`src/rtl/core/assert_macros.svh`:
```
// assertion macros for the calibrator top level
`ifndef ASSERT_MACROS_SVH
`define ASSERT_MACROS_SVH

// same-cycle implication, sampled on clk, off during reset
`define CHK_IMPLY(name, ante, cons) \
    name: assert property (@(posedge clk) disable iff (!rst_n) (ante) |-> (cons)) \
        else $error("implication check failed");

// next-cycle implication, sampled on clk, off during reset
`define CHK_NEXT(name, ante, cons) \
    name: assert property (@(posedge clk) disable iff (!rst_n) (ante) |=> (cons)) \
        else $error("next-cycle check failed");

`endif

```
`src/rtl/core/mhsic_pkg.sv`:
```
// types, widths and codes shared by the magnetometer calibrator modules
package mhsic_pkg;

    localparam int SAMPLE_BITS    = 16;
    localparam int GAIN_FRAC_BITS = 12;

    localparam int AXES     = 3;
    localparam int AXIS_W   = 2;
    localparam int GAIN_W   = GAIN_FRAC_BITS + 4;
    localparam int SUM_W    = SAMPLE_BITS + 2;
    localparam int DEN_W    = SAMPLE_BITS + 2;
    localparam int NUM_W    = SUM_W + GAIN_FRAC_BITS + 1;
    localparam int CNT_W    = $clog2(NUM_W);
    localparam int PROD_W   = SAMPLE_BITS + GAIN_W;
    localparam int RND_W    = PROD_W - GAIN_FRAC_BITS + 1;
    localparam int SPAN_W   = SAMPLE_BITS;
    localparam int CFG_W    = 16;

    localparam logic [SAMPLE_BITS-1:0] SMAX_C = {1'b0, {(SAMPLE_BITS-1){1'b1}}};
    localparam logic [SAMPLE_BITS-1:0] SMIN_C = {1'b1, {(SAMPLE_BITS-1){1'b0}}};
    localparam logic [GAIN_W-1:0]      GAIN_ONE = GAIN_W'(1) << GAIN_FRAC_BITS;
    localparam logic [GAIN_W-1:0]      GAIN_MAX = {GAIN_W{1'b1}};
    localparam logic [CFG_W-1:0]       MIN_SPAN_RST = CFG_W'(1);

    typedef enum logic [1:0] {
        CMD_START  = 2'd0,
        CMD_FEED   = 2'd1,
        CMD_FINISH = 2'd2,
        CMD_APPLY  = 2'd3
    } cmd_code_t;

    typedef enum logic [1:0] {
        STATUS_DONE    = 2'd0,
        STATUS_IGNORED = 2'd1,
        STATUS_DEGEN   = 2'd2
    } status_code_t;

    typedef enum logic [2:0] {
        ST_IDLE,
        ST_EXEC,
        ST_FIN_SUM,
        ST_DIV_START,
        ST_DIV_WAIT,
        ST_APPLY,
        ST_RESP
    } ctrl_state_t;

    typedef struct packed {
        logic              load_in;
        logic              start_cap;
        logic              feed;
        logic              fin_bounds;
        logic              fin_sum;
        logic              div_start;
        logic              gain_wr;
        logic              set_calib;
        logic              mul_en;
        logic              rnd_en;
        logic              out_load;
        logic [AXIS_W-1:0] axis;
    } dp_cmd_t;

    typedef struct packed {
        cmd_code_t cmd;
        logic      degen;
        logic      div_done;
    } dp_stat_t;

endpackage

```
`src/rtl/core/mhsic_div.sv`:
```
// restoring divider, one quotient bit per cycle, used for the soft-iron gains
module mhsic_div
    import mhsic_pkg::*;
(
    input  logic             clk,
    input  logic             rst_n,
    input  logic             start,
    input  logic [NUM_W-1:0] num,
    input  logic [DEN_W-1:0] den,
    output logic             done,
    output logic [NUM_W-1:0] quo
);

    logic             busy_reg;
    logic             done_reg;
    logic [CNT_W-1:0] cnt_reg;
    logic [DEN_W-1:0] rem_reg;
    logic [NUM_W-1:0] quo_reg;
    logic [DEN_W-1:0] den_reg;

    logic [DEN_W:0]   trial;
    logic [DEN_W:0]   diff;
    logic             ge;

    assign trial = {rem_reg, quo_reg[NUM_W-1]};
    assign diff  = trial - {1'b0, den_reg};
    assign ge    = trial >= {1'b0, den_reg};

    always_ff @(posedge clk or negedge rst_n)
    begin
        if (!rst_n)
        begin
            busy_reg <= 1'b0;
            done_reg <= 1'b0;
            cnt_reg  <= '0;
        end
        else
        begin
            done_reg <= 1'b0;
            if (start)
            begin
                busy_reg <= 1'b1;
                cnt_reg  <= '0;
            end
            else if (busy_reg)
            begin
                cnt_reg <= cnt_reg + CNT_W'(1);
                if (cnt_reg == CNT_W'(NUM_W - 1))
                begin
                    busy_reg <= 1'b0;
                    done_reg <= 1'b1;
                end
            end
        end
    end

    // dividend shifts out the top while quotient bits enter at the bottom
    always_ff @(posedge clk)
    begin
        if (start)
        begin
            rem_reg <= '0;
            quo_reg <= num;
            den_reg <= den;
        end
        else if (busy_reg)
        begin
            rem_reg <= ge ? diff[DEN_W-1:0] : trial[DEN_W-1:0];
            quo_reg <= {quo_reg[NUM_W-2:0], ge};
        end
    end

    assign done = done_reg;
    assign quo  = quo_reg;

endmodule

```
`src/rtl/core/mhsic_dp.sv`:
```
// calibrator datapath: bounds, offsets, gains, correction and output word
module mhsic_dp
    import mhsic_pkg::*;
(
    input  logic                       clk,
    input  logic                       rst_n,
    input  dp_cmd_t                    cmd,
    output dp_stat_t                   stat,
    input  logic [1:0]                 in_cmd,
    input  logic [AXES*SAMPLE_BITS-1:0] in_samples,
    input  logic                       min_span_we,
    input  logic [CFG_W-1:0]           min_span_in,
    output logic [AXES*SAMPLE_BITS-1:0] out_data,
    output logic [2:0]                 out_user
);

    // calibration state
    logic signed [SAMPLE_BITS-1:0] min_reg  [AXES];
    logic signed [SAMPLE_BITS-1:0] max_reg  [AXES];
    logic signed [SAMPLE_BITS-1:0] hard_reg [AXES];
    logic [GAIN_W-1:0]             gain_reg [AXES];
    logic                          any_seen_reg;
    logic                          capture_reg;
    logic                          calib_reg;
    logic                          degen_reg;
    logic [CFG_W-1:0]              min_span_reg;

    // per-item working registers
    cmd_code_t                     cmd_reg;
    logic signed [SAMPLE_BITS-1:0] samp_reg [AXES];
    logic [SPAN_W-1:0]             span_reg [AXES];
    logic [SUM_W-1:0]              sum_reg;
    logic [PROD_W-1:0]             prod_reg;
    logic                          neg_reg;
    logic [AXIS_W-1:0]             prod_axis_reg;
    logic [SAMPLE_BITS-1:0]        corr_reg [AXES];
    status_code_t                  status_reg;
    logic [AXES*SAMPLE_BITS-1:0]   out_data_reg;
    logic [2:0]                    out_user_reg;

    logic signed [SAMPLE_BITS-1:0] off_new  [AXES];
    logic [SPAN_W-1:0]             span_new [AXES];
    logic [CFG_W-1:0]              need;
    logic                          degen_new;

    logic [DEN_W-1:0]              div_den;
    logic [NUM_W-1:0]              div_num;
    logic                          div_done;
    logic [NUM_W-1:0]              div_quo;
    logic [GAIN_W-1:0]             gain_sat;

    logic signed [SAMPLE_BITS:0]   diff_ext;
    logic [SAMPLE_BITS:0]          diff_abs;
    logic [RND_W-1:0]              q_rnd;
    logic [PROD_W:0]               prod_rnd;
    logic [SAMPLE_BITS-1:0]        corr_new;

    // offsets and spans from the held bounds
    always_comb
    begin
        logic signed [SAMPLE_BITS:0] bsum;
        logic signed [SAMPLE_BITS:0] bdiff;
        need      = (min_span_reg == '0) ? CFG_W'(1) : min_span_reg;
        degen_new = !any_seen_reg;
        for (int i = 0; i < AXES; i++)
        begin
            bsum  = {min_reg[i][SAMPLE_BITS-1], min_reg[i]}
                  + {max_reg[i][SAMPLE_BITS-1], max_reg[i]};
            bdiff = {max_reg[i][SAMPLE_BITS-1], max_reg[i]}
                  - {min_reg[i][SAMPLE_BITS-1], min_reg[i]};
            if (any_seen_reg)
            begin
                off_new[i]  = bsum[SAMPLE_BITS:1];
                span_new[i] = bdiff[SPAN_W-1:0];
            end
            else
            begin
                off_new[i]  = '0;
                span_new[i] = '0;
            end
            if (CFG_W'(span_new[i]) < need)
                degen_new = 1'b1;
        end
    end

    // divider operands: gain = (sum * 2^F + 3*span/2) / (3*span)
    assign div_den = {1'b0, span_reg[cmd.axis], 1'b0} + DEN_W'(span_reg[cmd.axis]);
    assign div_num = {1'b0, sum_reg, {GAIN_FRAC_BITS{1'b0}}} + NUM_W'(div_den >> 1);

    mhsic_div u_div (
        .clk   (clk),
        .rst_n (rst_n),
        .start (cmd.div_start),
        .num   (div_num),
        .den   (div_den),
        .done  (div_done),
        .quo   (div_quo)
    );

    assign gain_sat = (div_quo[NUM_W-1:GAIN_W] != '0) ? GAIN_MAX : div_quo[GAIN_W-1:0];

    // multiply stage: magnitude of sample minus offset
    assign diff_ext = {samp_reg[cmd.axis][SAMPLE_BITS-1], samp_reg[cmd.axis]}
                    - {hard_reg[cmd.axis][SAMPLE_BITS-1], hard_reg[cmd.axis]};
    assign diff_abs = diff_ext[SAMPLE_BITS] ? -diff_ext : diff_ext;

    // round stage: nearest, halves away from zero, then saturate
    assign prod_rnd = {1'b0, prod_reg} + (PROD_W+1)'(1 << (GAIN_FRAC_BITS - 1));
    assign q_rnd    = prod_rnd[PROD_W:GAIN_FRAC_BITS];

    always_comb
    begin
        if (!neg_reg)
            corr_new = (q_rnd > RND_W'(SMAX_C)) ? SMAX_C : q_rnd[SAMPLE_BITS-1:0];
        else
            corr_new = (q_rnd > RND_W'(SMIN_C)) ? SMIN_C : -q_rnd[SAMPLE_BITS-1:0];
    end

    always_ff @(posedge clk or negedge rst_n)
    begin
        if (!rst_n)
        begin
            for (int i = 0; i < AXES; i++)
            begin
                min_reg[i]  <= SMAX_C;
                max_reg[i]  <= SMIN_C;
                hard_reg[i] <= '0;
                gain_reg[i] <= GAIN_ONE;
            end
            any_seen_reg <= 1'b0;
            capture_reg  <= 1'b0;
            calib_reg    <= 1'b0;
            min_span_reg <= MIN_SPAN_RST;
        end
        else
        begin
            if (min_span_we)
                min_span_reg <= min_span_in;
            if (cmd.start_cap)
            begin
                for (int i = 0; i < AXES; i++)
                begin
                    min_reg[i] <= SMAX_C;
                    max_reg[i] <= SMIN_C;
                end
                any_seen_reg <= 1'b0;
                capture_reg  <= 1'b1;
            end
            if (cmd.feed && capture_reg)
            begin
                for (int i = 0; i < AXES; i++)
                begin
                    if (samp_reg[i] < min_reg[i])
                        min_reg[i] <= samp_reg[i];
                    if (samp_reg[i] > max_reg[i])
                        max_reg[i] <= samp_reg[i];
                end
                any_seen_reg <= 1'b1;
            end
            if (cmd.fin_bounds)
            begin
                for (int i = 0; i < AXES; i++)
                    hard_reg[i] <= off_new[i];
                capture_reg <= 1'b0;
            end
            if (cmd.gain_wr)
                gain_reg[cmd.axis] <= gain_sat;
            if (cmd.set_calib)
                calib_reg <= 1'b1;
        end
    end

    always_ff @(posedge clk)
    begin
        if (cmd.load_in)
        begin
            cmd_reg    <= cmd_code_t'(in_cmd);
            for (int i = 0; i < AXES; i++)
            begin
                samp_reg[i] <= in_samples[i*SAMPLE_BITS +: SAMPLE_BITS];
                corr_reg[i] <= '0;
            end
            status_reg <= STATUS_DONE;
        end
        if (cmd.feed && !capture_reg)
            status_reg <= STATUS_IGNORED;
        if (cmd.fin_bounds)
        begin
            for (int i = 0; i < AXES; i++)
                span_reg[i] <= span_new[i];
            degen_reg <= degen_new;
            if (degen_new)
                status_reg <= STATUS_DEGEN;
        end
        if (cmd.fin_sum)
            sum_reg <= SUM_W'(span_reg[0]) + SUM_W'(span_reg[1]) + SUM_W'(span_reg[2]);
        if (cmd.mul_en)
        begin
            prod_reg      <= diff_abs[SAMPLE_BITS-1:0] * gain_reg[cmd.axis];
            neg_reg       <= diff_ext[SAMPLE_BITS];
            prod_axis_reg <= cmd.axis;
        end
        if (cmd.rnd_en)
            corr_reg[prod_axis_reg] <= corr_new;
        if (cmd.out_load)
        begin
            for (int i = 0; i < AXES; i++)
                out_data_reg[i*SAMPLE_BITS +: SAMPLE_BITS] <= corr_reg[i];
            out_user_reg <= {calib_reg, status_reg};
        end
    end

    assign stat.cmd      = cmd_reg;
    assign stat.degen    = degen_reg;
    assign stat.div_done = div_done;
    assign out_data      = out_data_reg;
    assign out_user      = out_user_reg;

endmodule

```
`src/rtl/core/mhsic_ctrl.sv`:
```
// calibrator controller: command sequencing and output word handshake
module mhsic_ctrl
    import mhsic_pkg::*;
(
    input  logic     clk,
    input  logic     rst_n,
    input  logic     in_valid,
    output logic     in_ready,
    output logic     out_valid,
    input  logic     out_ready,
    input  dp_stat_t stat,
    output dp_cmd_t  cmd
);

    ctrl_state_t       state_reg, state_next;
    logic [AXIS_W-1:0] axis_reg, axis_next;
    logic              out_valid_reg, out_valid_next;

    always_ff @(posedge clk or negedge rst_n)
    begin
        if (!rst_n)
        begin
            state_reg     <= ST_IDLE;
            axis_reg      <= '0;
            out_valid_reg <= 1'b0;
        end
        else
        begin
            state_reg     <= state_next;
            axis_reg      <= axis_next;
            out_valid_reg <= out_valid_next;
        end
    end

    always_comb
    begin
        state_next = state_reg;
        axis_next  = axis_reg;
        cmd        = '0;
        cmd.axis   = axis_reg;
        unique case (state_reg)
            ST_IDLE:
            begin
                if (in_valid)
                begin
                    cmd.load_in = 1'b1;
                    state_next  = ST_EXEC;
                end
            end
            ST_EXEC:
            begin
                unique case (stat.cmd)
                    CMD_START:
                    begin
                        cmd.start_cap = 1'b1;
                        state_next    = ST_RESP;
                    end
                    CMD_FEED:
                    begin
                        cmd.feed   = 1'b1;
                        state_next = ST_RESP;
                    end
                    CMD_FINISH:
                    begin
                        cmd.fin_bounds = 1'b1;
                        state_next     = ST_FIN_SUM;
                    end
                    CMD_APPLY:
                    begin
                        axis_next  = '0;
                        state_next = ST_APPLY;
                    end
                    default:
                    begin
                        state_next = ST_RESP;
                    end
                endcase
            end
            ST_FIN_SUM:
            begin
                cmd.fin_sum = 1'b1;
                axis_next   = '0;
                state_next  = stat.degen ? ST_RESP : ST_DIV_START;
            end
            ST_DIV_START:
            begin
                cmd.div_start = 1'b1;
                state_next    = ST_DIV_WAIT;
            end
            ST_DIV_WAIT:
            begin
                if (stat.div_done)
                begin
                    cmd.gain_wr = 1'b1;
                    if (axis_reg == AXIS_W'(AXES - 1))
                    begin
                        cmd.set_calib = 1'b1;
                        state_next    = ST_RESP;
                    end
                    else
                    begin
                        axis_next  = axis_reg + AXIS_W'(1);
                        state_next = ST_DIV_START;
                    end
                end
            end
            ST_APPLY:
            begin
                // multiply for this axis overlaps rounding of the previous one
                cmd.mul_en = axis_reg != AXIS_W'(AXES);
                cmd.rnd_en = axis_reg != '0;
                if (axis_reg == AXIS_W'(AXES))
                    state_next = ST_RESP;
                else
                    axis_next = axis_reg + AXIS_W'(1);
            end
            ST_RESP:
            begin
                if (!out_valid_reg || out_ready)
                begin
                    cmd.out_load = 1'b1;
                    state_next   = ST_IDLE;
                end
            end
            default:
            begin
                state_next = ST_IDLE;
            end
        endcase
    end

    always_comb
    begin
        if (cmd.out_load)
            out_valid_next = 1'b1;
        else if (out_ready)
            out_valid_next = 1'b0;
        else
            out_valid_next = out_valid_reg;
    end

    assign in_ready  = state_reg == ST_IDLE;
    assign out_valid = out_valid_reg;

endmodule

```
`src/rtl/core/magnetometer_hard_soft_iron_calibrator.sv`:
```
// top level of the min/max hard- and soft-iron magnetometer calibrator
// One word in, one word out. Start and feed words pass through exec and respond before
// the next word can be accepted; apply serves the three axes in turn with one shared
// 16x16 multiplier, a degenerate finish skips the gain divisions, and in a full finish
// the three gain divisions share one restoring divider that retires one quotient
// bit per cycle of its 31-bit quotient per axis. A new word is accepted while the
// previous result still waits in the output register; the block stalls only when a
// second result is ready before the first has been taken.
`include "assert_macros.svh"

module magnetometer_hard_soft_iron_calibrator
    import mhsic_pkg::*;
(
    input  logic                        clk,
    input  logic                        rst_n,
    input  logic                        min_span_we,
    input  logic [CFG_W-1:0]            min_span,
    input  logic                        s_tvalid,
    output logic                        s_tready,
    // sample_x, sample_y, sample_z
    input  logic [AXES*SAMPLE_BITS-1:0] s_tdata,
    // cmd
    input  logic [1:0]                  s_tuser,
    output logic                        m_tvalid,
    input  logic                        m_tready,
    // corrected_x, corrected_y, corrected_z
    output logic [AXES*SAMPLE_BITS-1:0] m_tdata,
    // status, is_calibrated
    output logic [2:0]                  m_tuser
);

    dp_cmd_t  dp_cmd;
    dp_stat_t dp_stat;

    mhsic_ctrl u_ctrl (
        .clk       (clk),
        .rst_n     (rst_n),
        .in_valid  (s_tvalid),
        .in_ready  (s_tready),
        .out_valid (m_tvalid),
        .out_ready (m_tready),
        .stat      (dp_stat),
        .cmd       (dp_cmd)
    );

    mhsic_dp u_dp (
        .clk         (clk),
        .rst_n       (rst_n),
        .cmd         (dp_cmd),
        .stat        (dp_stat),
        .in_cmd      (s_tuser),
        .in_samples  (s_tdata),
        .min_span_we (min_span_we),
        .min_span_in (min_span),
        .out_data    (m_tdata),
        .out_user    (m_tuser)
    );

    // one word in flight at a time
    `CHK_NEXT(a_busy_after_accept, s_tvalid && s_tready, !s_tready)
    // output register only reloads once the held word is gone
    `CHK_IMPLY(a_load_when_free, dp_cmd.out_load, !m_tvalid || m_tready)
    `CHK_IMPLY(a_status_code, m_tvalid, m_tuser[1:0] <= STATUS_DEGEN)
    // divider only finishes inside a finish command
    `CHK_IMPLY(a_div_inside_finish, dp_stat.div_done, !s_tready)

endmodule
```
`config.mk`:
```
export PLATFORM = sky130hd
export DESIGN_NAME = magnetometer_hard_soft_iron_calibrator
export DESIGN_NICKNAME = d
export VERILOG_FILES = /design/src/rtl/core/mhsic_pkg.sv /design/src/rtl/core/mhsic_div.sv /design/src/rtl/core/mhsic_dp.sv /design/src/rtl/core/mhsic_ctrl.sv /design/src/rtl/core/magnetometer_hard_soft_iron_calibrator.sv
export VERILOG_INCLUDE_DIRS = /design/src /design/src/rtl/core
export SDC_FILE = /design/constraint.sdc
export NUM_CORES = 2
export LEC_CHECK = 0
export ABC_AREA = 1
export ABC_CLOCK_PERIOD_IN_PS = 8300
export BUFFER_PORTS_ARGS = -buffer_cell sky130_fd_sc_hd__buf_2
export CORE_MARGIN = 2
export CORE_UTILIZATION = 35
export DETAILED_ROUTE_END_ITERATION = 6
export GPL_TIMING_DRIVEN = 1
export SLEW_MARGIN = 20
export SYNTH_ARGS = -nofsm -noshare
export SYNTH_HDL_FRONTEND = slang
export SYNTH_SLANG_ARGS = --single-unit
```
`constraint.sdc`:
```
create_clock -name clk -period 8.3 [get_ports clk]
set_clock_uncertainty 0.1 [all_clocks]
set_input_delay 0.83 -clock clk [delete_from_list [all_inputs] [get_ports clk]]
set_output_delay 0.83 -clock clk [all_outputs]
set_load 0.02 [all_outputs]
```
==> results.sh <==
export IMPL_status="complete, no violations"
export IMPL_fp_row_count=128
export IMPL_worstSetupPathType="reg2reg"
export IMPL_max_stage_delay_ns=0.55
export IMPL_synth_xor_area_frac=0.0243
export IMPL_cts_buffer_depth=3
export IMPL_cts_tree="yes"
export IMPL_hpwlAfterDp_um=101000
export IMPL_grt_setup_unrepaired="true"
export IMPL_hold_violations=0
export IMPL_htree_levels=2
export IMPL_tns_ns=0
export IMPL_antenna_found_initial=2
export IMPL_ios=124
export IMPL_grt_pass1_wl_um=201000
export IMPL_syn_nets=5937
export IMPL_crit_path_max_fanout=4
export IMPL_drc=0
export IMPL_vias_per_cell=5.05
export IMPL_hold_path_class="in2async"
export IMPL_yosys_area_top_type="edfxtp_1"
export IMPL_startpoint_type="flip-flop"
export IMPL_synth_cell_types=72
export IMPL_grt_start_max_net_pins=117
export IMPL_crit_path_end_kind="flip-flop"
export IMPL_worst_slew_pin_slew_ns=0.985
export IMPL_totalWireLength_um=127000
export IMPL_dieArea_sq_um=126000
export IMPL_wl_per_cell_um=17.8
export IMPL_clk_pin_slew_worst_paths_ns=0.07
export IMPL_io_buffer_count=123
export IMPL_cts_buffers=61
export IMPL_grt_overflow_total=0
export IMPL_syn_inst=5231
export IMPL_synth_edff_count=289
export IMPL_slew_headroom=0.343
export IMPL_synth_top_family_by_area="adder cells"
export IMPL_grtUsageTotal=0.201
export IMPL_cts_sink_count=533
export IMPL_finalNetCount=6187
export IMPL_vias=36170
export IMPL_rr_startpoint="u_dp.samp_reg[1][2]"
export IMPL_synth_mux_area_frac=0.00419
export IMPL_initial_core_util=0.353
export IMPL_ys_ff_latch=533
export IMPL_r2r_cells=40
export IMPL_slew_viol_final=0
export IMPL_critical_path_startpoint="u_dp.samp_reg[1][2]"
export IMPL_core_area_sq_um=122000
export IMPL_die_width_um=354
export IMPL_synth_compound_area_frac=0.129
export IMPL_yosys_most_used_dff="edfxtp_1"
export IMPL_max_freq_ghz=0.123
export IMPL_syn_to_final_growth_pct=15.7
export IMPL_final_fill_count=12306
export IMPL_die_h_um=354
export IMPL_post_route_util=0.408
export IMPL_critPathCapture="u_dp.prod_reg[28]"
export IMPL_setup_ws_ns=0.196
export IMPL_drtPass1Iterations=6
export IMPL_synth_area_sq_um=43000
export IMPL_r2r_end="u_dp.prod_reg[28]"
export IMPL_period_minus_slack_ns=8.10
export IMPL_drive_above_1_share=0.141
export IMPL_fin_crit_sh=0.976
export IMPL_synth_area_per_cell_sq_um=8.21
export IMPL_maxCapViolCount=0
export IMPL_holdBufCountCts=0
export IMPL_netlist_area_leader_share=0.202
export IMPL_setup_viol=0
export IMPL_yosysSeqAreaShare=0.343
export IMPL_ctsRootBufferMaster="clkbuf_16"
export IMPL_ant_nets=0
export IMPL_cp_required_ns=8.64
export IMPL_crit_top_cell="buf_4"
export IMPL_synthTopCellsByArea="edfxtp_1, ha_1, dfrtp_1, nand2_1, fa_1"
export IMPL_insertion_delay_ns=0.69
export IMPL_rrSetupSlack_ns=0.20
export IMPL_yosysWarnings=0
export IMPL_synth_adder_area_share=0.221
export IMPL_synthArstFlopShare=0.420
export IMPL_drt_iter0_drc=2590
export IMPL_critPathSlowestCell="fa_2"
export IMPL_grt_pass1_vias=36093
export IMPL_cp_arrival_ns=8.45
export IMPL_gp_congestion=0.947
export IMPL_synth_simple_gate_area_frac=0.194
export IMPL_pre_cts_ws_ns=-0.147
-- cell usage after synthesis, drive strengths merged, types with 3 or more instances --
cell type  instances
edfxtp           289
clkbuf           121
o2111ai            4
dfxtp             20
o21ai            367
dfstp             52
nand4             51
clkinv            11
mux2              16
nor3              63
a31oi             18
dfrtp            172
a2111oi            3
a21oi            434
o211ai            13
xor2              76
o22ai             20
o31ai             12
or2               12
nand3b            11
nor2             413
a21o              26
a211oi            13
nand3            243
xnor2             40
o21bai            18
buf               29
a32o               5
nand2           1154
ha               430
and2               3
a31o               4
a21boi            14
fa               205
a22oi             15
o21a              24
nor4              20
inv              793
a221oi             4
-- worst min-delay path by stage --
stage / from / to / slack (ns) / cells after the start
after floorplan: u_dp.corr_reg[0][0] / m_tdata[0] / 0.30 / 0
after global placement: u_dp.corr_reg[0][7] / m_tdata[7] / 0.30 / 0
after detailed placement: u_dp.corr_reg[0][11] / m_tdata[11] / 0.30 / 0
after CTS: rst_n / u_dp.min_reg[31] / 0.15 / 1
after global routing: s_tdata[6] / u_dp.samp_reg[0][6] / 0.18 / 1
final: rst_n / u_dp.min_reg[31] / 0.14 / 1
-- through the flow --
stage	instances	area (sq um)	hold slack, ns
finish	7160	49700	0.140
CTS	7131	48600	0.146
floorplan	5231	43000	0.300
global route	7159	49700	0.182
detailed placement	7014	46500	0.305
global placement	7014	46500	0.301
-- what timing repair did --
item                                    CTS  global route
pin swaps                                 1           124
resized for setup                         8           226
buffers inserted                          1            28
endpoints found under the setup margin    8            20
-- layer usage --
layer  global-route usage  part of all wire  vias up
met2                0.336              0.47      975
met1                0.270              0.45    17257
met5                    0                 0        -
li1                     -                 -    17732
met4               0.0637             0.032        0
met3               0.0263             0.056      206
-- layout make-up --
cell class / count / area (sq um) / share of cell area
Antenna cell: 1 / 2.50 / 0.0000504
Clock buffer: 70 / 1570 / 0.0316
Clock inverter: 46 / 541 / 0.0109
Inverter: 804 / 3040 / 0.0611
Multi-Input combinational cell: 3744 / 25500 / 0.512
Sequential cell: 533 / 14800 / 0.297
Tap cell: 1625 / 2030 / 0.0409
Timing Repair Buffer: 337 / 2290 / 0.0461
-- cells by family after synthesis --
| kind of cell | count (synthesis) |
|---|---|
| and+or+nand+nor | 1975 |
| buffers and inverters | 954 |
| AOI/OAI and AO/OA | 1002 |
| muxes | 16 |
| DFF | 533 |
| xor gates and xnor gates | 116 |
| adders and majority gates | 635 |
-- worst max-delay path: cells and delay by family (launching register included) --
kind	cells	cell delay (ns)
and+or+nand+nor	12	1.22
buffers and inverters	11	1.26
xor gates and xnor gates	1	0.28
adders and majority gates	8	3.59
AOI/OAI and AO/OA	8	1.00
DFF	1	0.42
-- layout by cell type, fill, tap and decap left out, types with 26 or more instances in the layout --
| master | synthesis | layout |
|---|---|---|
| a21o_1 | 26 | 26 |
| nand2_2 | 23 | 43 |
| clkbuf_16 | 0 | 61 |
| o21ai_1 | 14 | 26 |
| nor2_2 | 12 | 29 |
| nand2_1 | 1128 | 1099 |
| nor3_1 | 58 | 48 |
| dfrtp_1 | 172 | 170 |
| edfxtp_1 | 289 | 289 |
| dfstp_2 | 52 | 52 |
| buf_2 | 17 | 122 |
| nand3_1 | 236 | 228 |
| xnor2_1 | 38 | 38 |
| o21ai_0 | 351 | 331 |
| a21oi_1 | 432 | 399 |
| inv_2 | 15 | 31 |
| xor2_1 | 74 | 68 |
| nand4_1 | 49 | 49 |
| buf_4 | 1 | 203 |
| nor2_1 | 394 | 368 |
| ha_1 | 430 | 415 |
| fa_1 | 205 | 195 |
| inv_1 | 777 | 758 |
Power is not shown: default switching activity piles up to over one toggle a cycle in this logic, so the estimate is an artifact.
